$ cat src/rgb_to_xterm256_index_top_defines.svh
`ifndef RGB_TO_XTERM256_INDEX_TOP_DEFINES_SVH
`define RGB_TO_XTERM256_INDEX_TOP_DEFINES_SVH

// same-cycle implication, checked outside reset
`define XTI_ASSERT_NOW(lbl, clk, rst_n, ante, cons) \
  lbl: assert property (@(posedge clk) disable iff (!(rst_n)) (ante) |-> (cons)) \
    else $error("xti assertion failed");

// next-cycle implication, checked outside reset
`define XTI_ASSERT_NEXT(lbl, clk, rst_n, ante, cons) \
  lbl: assert property (@(posedge clk) disable iff (!(rst_n)) (ante) |=> (cons)) \
    else $error("xti assertion failed");

`endif

$ cat src/xti_pkg.sv
package xti_pkg;

  typedef logic [7:0]  pix_t;
  typedef logic [2:0]  lvl_t;
  typedef logic [15:0] sq_t;
  typedef logic [17:0] dist_t;
  typedef logic [9:0]  sum_t;

  localparam pix_t CubeBase  = 8'd16;
  localparam pix_t CubeTop   = 8'd231;
  localparam pix_t RampBase  = 8'd232;
  localparam pix_t GreyLow   = 8'd8;
  localparam pix_t GreyHigh  = 8'd248;
  localparam pix_t RampFirst = 8'd8;
  localparam pix_t RampStep  = 8'd10;
  localparam pix_t CubeRedW  = 8'd36;
  localparam pix_t CubeGrnW  = 8'd6;

  // (v - 8) * 24 / 241 as a multiply by 104424, just above 24 * 2^20 / 241
  localparam logic [16:0] RampRecip = 17'd104424;
  localparam int unsigned RampShift = 20;
  // sum / 3 for sums up to 765
  localparam sum_t        ThirdRecip = 10'd683;
  localparam int unsigned ThirdShift = 11;

  typedef struct packed {
    pix_t red;
    pix_t green;
    pix_t blue;
    lvl_t red_lvl;
    lvl_t green_lvl;
    lvl_t blue_lvl;
    sum_t sum;
    logic is_grey;
    pix_t grey_idx;
  } quant_t;

  typedef struct packed {
    dist_t cube_sq_sum;
    sq_t   ramp_sq_r;
    sq_t   ramp_sq_g;
    sq_t   ramp_sq_b;
    pix_t  ramp_idx;
    pix_t  cube_idx;
    logic  is_grey;
    pix_t  grey_idx;
  } cand_t;

  function automatic lvl_t cube_step(input pix_t c);
    lvl_t lv;
    priority if (c == 8'd0) lv = 3'd0;
    else if (c < 8'd75)     lv = 3'd1;
    else if (c < 8'd115)    lv = 3'd2;
    else if (c < 8'd155)    lv = 3'd3;
    else if (c < 8'd195)    lv = 3'd4;
    else                    lv = 3'd5;
    return lv;
  endfunction

  function automatic pix_t cube_value(input lvl_t lv);
    pix_t v;
    unique case (lv)
      3'd0:    v = 8'd0;
      3'd1:    v = 8'd95;
      3'd2:    v = 8'd135;
      3'd3:    v = 8'd175;
      3'd4:    v = 8'd215;
      default: v = 8'd255;
    endcase
    return v;
  endfunction

  function automatic pix_t abs_diff(input pix_t a, input pix_t b);
    return (a > b) ? (a - b) : (b - a);
  endfunction

endpackage

$ cat src/xti_quant.sv
module xti_quant (
  input  logic           clk_i,
  input  logic           en_i,
  input  logic [7:0]     red_i,
  input  logic [7:0]     green_i,
  input  logic [7:0]     blue_i,
  output xti_pkg::quant_t quant_o
);
  import xti_pkg::*;

  quant_t      quant_d, quant_q;
  pix_t        grey_off;
  logic [24:0] ramp_prod;

  assign grey_off  = red_i - GreyLow;
  assign ramp_prod = grey_off * RampRecip;

  always_comb begin
    quant_d.red       = red_i;
    quant_d.green     = green_i;
    quant_d.blue      = blue_i;
    quant_d.red_lvl   = cube_step(red_i);
    quant_d.green_lvl = cube_step(green_i);
    quant_d.blue_lvl  = cube_step(blue_i);
    quant_d.sum       = sum_t'(red_i) + sum_t'(green_i) + sum_t'(blue_i);
    quant_d.is_grey   = (red_i == green_i) && (green_i == blue_i);
    priority if (red_i < GreyLow) begin
      quant_d.grey_idx = CubeBase;
    end else if (red_i > GreyHigh) begin
      quant_d.grey_idx = CubeTop;
    end else begin
      quant_d.grey_idx = RampBase + pix_t'(ramp_prod[RampShift +: 5]);
    end
  end

  always_ff @(posedge clk_i) begin
    if (en_i) begin
      quant_q <= quant_d;
    end
  end

  assign quant_o = quant_q;

endmodule

$ cat src/xti_dist.sv
module xti_dist (
  input  logic            clk_i,
  input  logic [2:0]      en_i,
  input  xti_pkg::quant_t quant_i,
  output xti_pkg::cand_t  cand_o
);
  import xti_pkg::*;

  typedef struct packed {
    pix_t diff_r;
    pix_t diff_g;
    pix_t diff_b;
    pix_t avg;
    pix_t cube_idx;
    pix_t red;
    pix_t green;
    pix_t blue;
    logic is_grey;
    pix_t grey_idx;
  } diff_t;

  typedef struct packed {
    sq_t  sq_r;
    sq_t  sq_g;
    sq_t  sq_b;
    pix_t ramp_idx;
    pix_t ramp_lvl;
    pix_t red;
    pix_t green;
    pix_t blue;
    pix_t cube_idx;
    logic is_grey;
    pix_t grey_idx;
  } sq_stage_t;

  diff_t       diff_d, diff_q;
  sq_stage_t   sq_d, sq_q;
  cand_t       cand_d, cand_q;
  logic [19:0] third_prod;
  sum_t        avg3;
  logic [4:0]  ramp_off;
  pix_t        gdr, gdg, gdb;

  // cube distance per channel, and the channel mean
  assign third_prod = quant_i.sum * ThirdRecip;

  always_comb begin
    diff_d.diff_r   = abs_diff(cube_value(quant_i.red_lvl), quant_i.red);
    diff_d.diff_g   = abs_diff(cube_value(quant_i.green_lvl), quant_i.green);
    diff_d.diff_b   = abs_diff(cube_value(quant_i.blue_lvl), quant_i.blue);
    diff_d.avg      = third_prod[ThirdShift +: 8];
    diff_d.cube_idx = CubeBase + pix_t'(quant_i.red_lvl) * CubeRedW
                      + pix_t'(quant_i.green_lvl) * CubeGrnW + pix_t'(quant_i.blue_lvl);
    diff_d.red      = quant_i.red;
    diff_d.green    = quant_i.green;
    diff_d.blue     = quant_i.blue;
    diff_d.is_grey  = quant_i.is_grey;
    diff_d.grey_idx = quant_i.grey_idx;
  end

  // avg * 24 / 256 is avg * 3 / 32
  assign avg3     = sum_t'(diff_q.avg) + {1'b0, diff_q.avg, 1'b0};
  assign ramp_off = avg3[9:5];

  always_comb begin
    sq_d.sq_r     = diff_q.diff_r * diff_q.diff_r;
    sq_d.sq_g     = diff_q.diff_g * diff_q.diff_g;
    sq_d.sq_b     = diff_q.diff_b * diff_q.diff_b;
    sq_d.ramp_idx = RampBase + pix_t'(ramp_off);
    sq_d.ramp_lvl = RampFirst + pix_t'(ramp_off) * RampStep;
    sq_d.red      = diff_q.red;
    sq_d.green    = diff_q.green;
    sq_d.blue     = diff_q.blue;
    sq_d.cube_idx = diff_q.cube_idx;
    sq_d.is_grey  = diff_q.is_grey;
    sq_d.grey_idx = diff_q.grey_idx;
  end

  assign gdr = abs_diff(sq_q.ramp_lvl, sq_q.red);
  assign gdg = abs_diff(sq_q.ramp_lvl, sq_q.green);
  assign gdb = abs_diff(sq_q.ramp_lvl, sq_q.blue);

  always_comb begin
    cand_d.cube_sq_sum = dist_t'(sq_q.sq_r) + dist_t'(sq_q.sq_g) + dist_t'(sq_q.sq_b);
    cand_d.ramp_sq_r   = gdr * gdr;
    cand_d.ramp_sq_g   = gdg * gdg;
    cand_d.ramp_sq_b   = gdb * gdb;
    cand_d.ramp_idx    = sq_q.ramp_idx;
    cand_d.cube_idx    = sq_q.cube_idx;
    cand_d.is_grey     = sq_q.is_grey;
    cand_d.grey_idx    = sq_q.grey_idx;
  end

  always_ff @(posedge clk_i) begin
    if (en_i[0]) begin
      diff_q <= diff_d;
    end
    if (en_i[1]) begin
      sq_q <= sq_d;
    end
    if (en_i[2]) begin
      cand_q <= cand_d;
    end
  end

  assign cand_o = cand_q;

endmodule

$ cat src/xti_select.sv
module xti_select (
  input  logic           clk_i,
  input  logic           en_i,
  input  xti_pkg::cand_t cand_i,
  output logic [7:0]     palette_index_o
);
  import xti_pkg::*;

  dist_t ramp_dist;
  pix_t  index_d, index_q;

  assign ramp_dist = dist_t'(cand_i.ramp_sq_r) + dist_t'(cand_i.ramp_sq_g)
                     + dist_t'(cand_i.ramp_sq_b);

  // the ramp entry must be strictly closer to beat the cube
  always_comb begin
    priority if (cand_i.is_grey) begin
      index_d = cand_i.grey_idx;
    end else if (ramp_dist < cand_i.cube_sq_sum) begin
      index_d = cand_i.ramp_idx;
    end else begin
      index_d = cand_i.cube_idx;
    end
  end

  always_ff @(posedge clk_i) begin
    if (en_i) begin
      index_q <= index_d;
    end
  end

  assign palette_index_o = index_q;

endmodule

$ cat src/rgb_to_xterm256_index_top.sv
// rgb to xterm 256-color index converter
// input channel: valid_i with red_i, green_i, blue_i; stall_o pushes back.
// output channel: valid_o with palette_index_o; stall_i from the receiver.
// an item moves on a channel at a clock edge where valid is high and stall low.
// five register stages: channel levels and grey path, cube distances and mean,
// squares and ramp entry, ramp distances, final pick into the output register.
// valid_o rises once an accepted item has passed all five stages; one item per cycle
// is sustained while stall_i stays low.
// each stage holds its item when the next one is full and cannot move, so
// bubbles close up and input is still taken while a result waits at the output.
// stall_o rises only when all five stages hold items and stall_i is high.
// stalled results stay unchanged on palette_index_o until taken.
// reset (rst_ni low, asynchronous) empties the pipeline; data registers are not reset.
module rgb_to_xterm256_index_top (
  input  logic       clk_i,
  input  logic       rst_ni,
  input  logic       valid_i,
  output logic       stall_o,
  input  logic [7:0] red_i,
  input  logic [7:0] green_i,
  input  logic [7:0] blue_i,
  output logic       valid_o,
  input  logic       stall_i,
  output logic [7:0] palette_index_o
);
  import xti_pkg::*;

  `include "rgb_to_xterm256_index_top_defines.svh"

  logic [4:0] valid_d, valid_q;
  logic [4:0] en;
  quant_t     quant;
  cand_t      cand;

  // a stage loads when empty or when its successor loads
  always_comb begin
    en[4] = !valid_q[4] || !stall_i;
    for (int k = 3; k >= 0; k--) begin
      en[k] = !valid_q[k] || en[k+1];
    end
    valid_d[0] = en[0] ? valid_i : valid_q[0];
    for (int k = 1; k < 5; k++) begin
      valid_d[k] = en[k] ? valid_q[k-1] : valid_q[k];
    end
  end

  always_ff @(posedge clk_i or negedge rst_ni) begin
    if (!rst_ni) begin
      valid_q <= '0;
    end else begin
      valid_q <= valid_d;
    end
  end

  assign stall_o = !en[0];
  assign valid_o = valid_q[4];

  xti_quant u_quant (
    .clk_i   (clk_i),
    .en_i    (en[0]),
    .red_i   (red_i),
    .green_i (green_i),
    .blue_i  (blue_i),
    .quant_o (quant)
  );

  xti_dist u_dist (
    .clk_i   (clk_i),
    .en_i    (en[3:1]),
    .quant_i (quant),
    .cand_o  (cand)
  );

  xti_select u_select (
    .clk_i           (clk_i),
    .en_i            (en[4]),
    .cand_i          (cand),
    .palette_index_o (palette_index_o)
  );

  `XTI_ASSERT_NOW(a_full_stall, clk_i, rst_ni, (&valid_q) && stall_i, stall_o)
  `XTI_ASSERT_NOW(a_empty_ready, clk_i, rst_ni, !valid_q[0], !stall_o)
  `XTI_ASSERT_NEXT(a_accept_loads, clk_i, rst_ni, valid_i && !stall_o, valid_q[0])
  `XTI_ASSERT_NOW(a_index_range, clk_i, rst_ni, valid_o, palette_index_o >= CubeBase)

endmodule
$ cat config.mk
export PLATFORM = sky130hd
export DESIGN_NAME = rgb_to_xterm256_index_top
export DESIGN_NICKNAME = d
export VERILOG_FILES = /design/src/xti_pkg.sv /design/src/xti_quant.sv /design/src/xti_dist.sv /design/src/xti_select.sv /design/src/rgb_to_xterm256_index_top.sv
export VERILOG_INCLUDE_DIRS = /design/src /design/src/src
export SDC_FILE = /design/constraint.sdc
export NUM_CORES = 1
export LEC_CHECK = 0
export BUFFER_PORTS_ARGS = -buffer_cell sky130_fd_sc_hd__buf_2
export CAP_MARGIN = 20
export CORE_MARGIN = 3
export CORE_UTILIZATION = 50
export DETAILED_ROUTE_END_ITERATION = 16
export PLACE_DENSITY = 0.66
export SLEW_MARGIN = 20
export SYNTH_ARGS = -nofsm -noshare
export SYNTH_HDL_FRONTEND = slang
export SYNTH_HIERARCHICAL = 1
export SYNTH_SLANG_ARGS = --single-unit
$ cat constraint.sdc
create_clock -name clk_i -period 8.1 [get_ports clk_i]
set_clock_uncertainty 0.15 [all_clocks]
set_input_delay 0.405 -clock clk_i [delete_from_list [all_inputs] [get_ports clk_i]]
set_output_delay 0.405 -clock clk_i [all_outputs]
set_load 0.02 [all_outputs]
==> metrics.txt <==
DPL Wire Length 51800 µm; vias in the first global route 21344; Chip Height 257 µm; Initial DRT Pass Iterations 5; FF+latch count, synth 319; area leader, netlist edfxtp_1; chip width 257 µm; outcome complete, no violations; Sinks on Clock Net 319; Post-DRT Antenna Nets 0; Final Cell Area 34000 µm²; Nets 3823; antenna violations before repair 1; Worst-Skew Late Latency 0.56 ns; metal3 WL 1780 µm; Tcrit/Tclk final 84.7%; clock transition at the registers of the reported paths 0.06 ns; Worst Path Required 8.24 ns; # DRC 0; MaxCap Viol Count 0; Startpoint Class flop; M1 wire length 29100 µm; met2 routed WL 30700 µm; Clock Tree Buf Depth 3; Ant. Diodes 0; CP max stage delay 0.70 ns; Post-Place Cell Area 32600 µm²; syn_area_per_cell 10.5 µm²; CP endpoint kind flop; R2R depth 20; Period minus WS final 6.86 ns; CP Cell Sequence ha_1, nand2b_1, a21oi_1, a2111oi_0, a221oi_1, o21ba_2, nor2_1, nor2_1, fa_1, fa_1, inv_1, fa_1, fa_1, inv_1, ha_1, o31a_1, a31oi_1, o21bai_1, a21oi_1, xnor2_1; via count 20724; Netlist cell types 93; Min-Delay Path Class input pin to asynchronous set/reset pin; delay-heaviest family, CP adder cells; Setup crit start u_dist/cand_d[17]; share of cells above drive strength 1 5.66%; most common cell after layout, fill and taps aside inv_1; fmax 146 MHz; WL/cell 16.1 µm; layout filler cell count 5355; initial DRC count 928; Routed WL 63400 µm; worst-path fanout max 10; worst relative slew slack 27.9%; dpl ws 1.31 ns; Synth-to-Final Area Change 7.90%; count of input and output buffers 37; Syn Std Cell Area 31500 µm²; postcts setup bufs 0; gr ovfl total 0; hold_buf cts 14; Crit path top cell by count fa_1; routed vias/inst 5.27; reg2reg setup slack 1.24 ns; Core Rows 91; setup TNS 0 ns; top sig layer met4; routability cong. 0.865; H-tree levels 2; Root Buffer clkbuf_16; Cells after Synth 2997; EDFF count, synth 314; largest net degree at the start of global routing 79; DIE AREA 66100 µm²; most frequent cells in the layout inv_1, ha_1, edfxtp_1; GR Util All Layers 19.4%; FF-to-FF End u_dist/cand_o[54]; IO Count 38; post-CTS resize count 0; final hold violation count 0; RSZ-0062 raised after global routing no; Synthesis Warnings 6; sequential area share after synthesis 30.3%; Num CTS Buffers 39; TritonCTS clock tree built; worst slew pin tran 1.08 ns; Most used DFF post-synth edfxtp_1; Setup WS post-layout 1.24 ns; Crit-path slowest cell a2111oi_0; path type of the worst setup path flop to flop; asr flop ratio synth 1.57%; final number of setup-violating endpoints 0; FF-to-FF Start u_dist/cand_d[17]; crit path DAT 7.01 ns; initial core utilization 50.8%; area share of the largest cell type after synthesis 29.9%; Slew Viols, Final 0; Core Footprint 62100 µm²; first-pass GRT wire length 106000 µm; top cells by area, synth edfxtp_1, ha_1, fa_1, inv_1, xnor2_1; worst path bufs/invs 2
[worst max-delay path by stage]
stage / cells past startpoint / slack [ns] / end
floorplan: 20 / 1.94 / u_dist/cand_o[54]
global placement: 20 / 1.50 / u_dist/cand_o[54]
detailed placement: 20 / 1.31 / u_dist/cand_o[54]
CTS: 20 / 1.25 / u_dist/cand_o[54]
global route: 21 / 0.67 / u_dist/cand_o[54]
finish: 20 / 1.24 / u_dist/cand_o[54]
[cells in the mapped netlist, types with 20 or more instances]
cell type	instances
o21ai_1	23
nand2_1	149
inv_1	520
o21ai_0	104
and2_1	53
mux2i_1	31
nor2_1	170
nor3_1	30
o21bai_1	22
xnor2_1	151
a31oi_1	23
nor2b_1	20
xor2_1	55
a21o_1	81
a21oi_1	158
edfxtp_1	314
o21a_1	27
nand4_1	31
ha_1	489
nand2b_1	32
fa_1	244
[sequential cells by signal, indices dropped and copies added, names as in the netlist]
register	count
valid_q	5
u_dist/diff_q	73
u_select/palette_index_o	8
u_quant/quant_o	50
u_dist/cand_d	23
u_dist/cand_o	86
u_dist/sq_q	74
[kinds of logic after synthesis]
kind of cell | count (synthesis) | synth area share [%]
AO/OA/AOI/OAI | 540 | 11.1
XOR/XNOR | 215 | 6.23
adder cells (fa/ha/maj) | 733 | 34.9
buffers and inverters | 568 | 6.98
flip-flops | 319 | 30.3
multiplexers | 40 | 1.31
other | 1 | 0.0119
AND/OR/NAND/NOR | 581 | 9.08
[cell type report]
type	count	area [µm²]	area share (%)
Inverter	526	1980	5.81
Clock buffer	43	991	2.92
Timing Repair Buffer	55	355	1.05
Tap cell	837	1050	3.08
Sequential cell	319	9550	28.1
Multi-Input combinational cell	2121	19800	58.3
Clock inverter	29	250	0.736
[layer usage]
metal,vias to the layer above,track usage [%]
li1,10287,-
met1,10067,25.9
met2,275,33.3
met3,95,2.29
met4,0,5.92
met5,-,0
[metrics by stage]
stage / utilization (%) / hold slack [ns] / cells
final: 54.8 / 0.0572 / 3930
after global routing: 54.8 / 0.0431 / 3930
after CTS: 54.8 / 0.00822 / 3930
after detailed placement: 52.5 / 0.0780 / 3844
after global placement: 52.5 / 0.0740 / 3844
after floorplan: - / -0.0406 / 3008
Power is left out: the tool's default activity adds up to more than one toggle a clock period on the data nets, which glitch-free logic cannot reach.
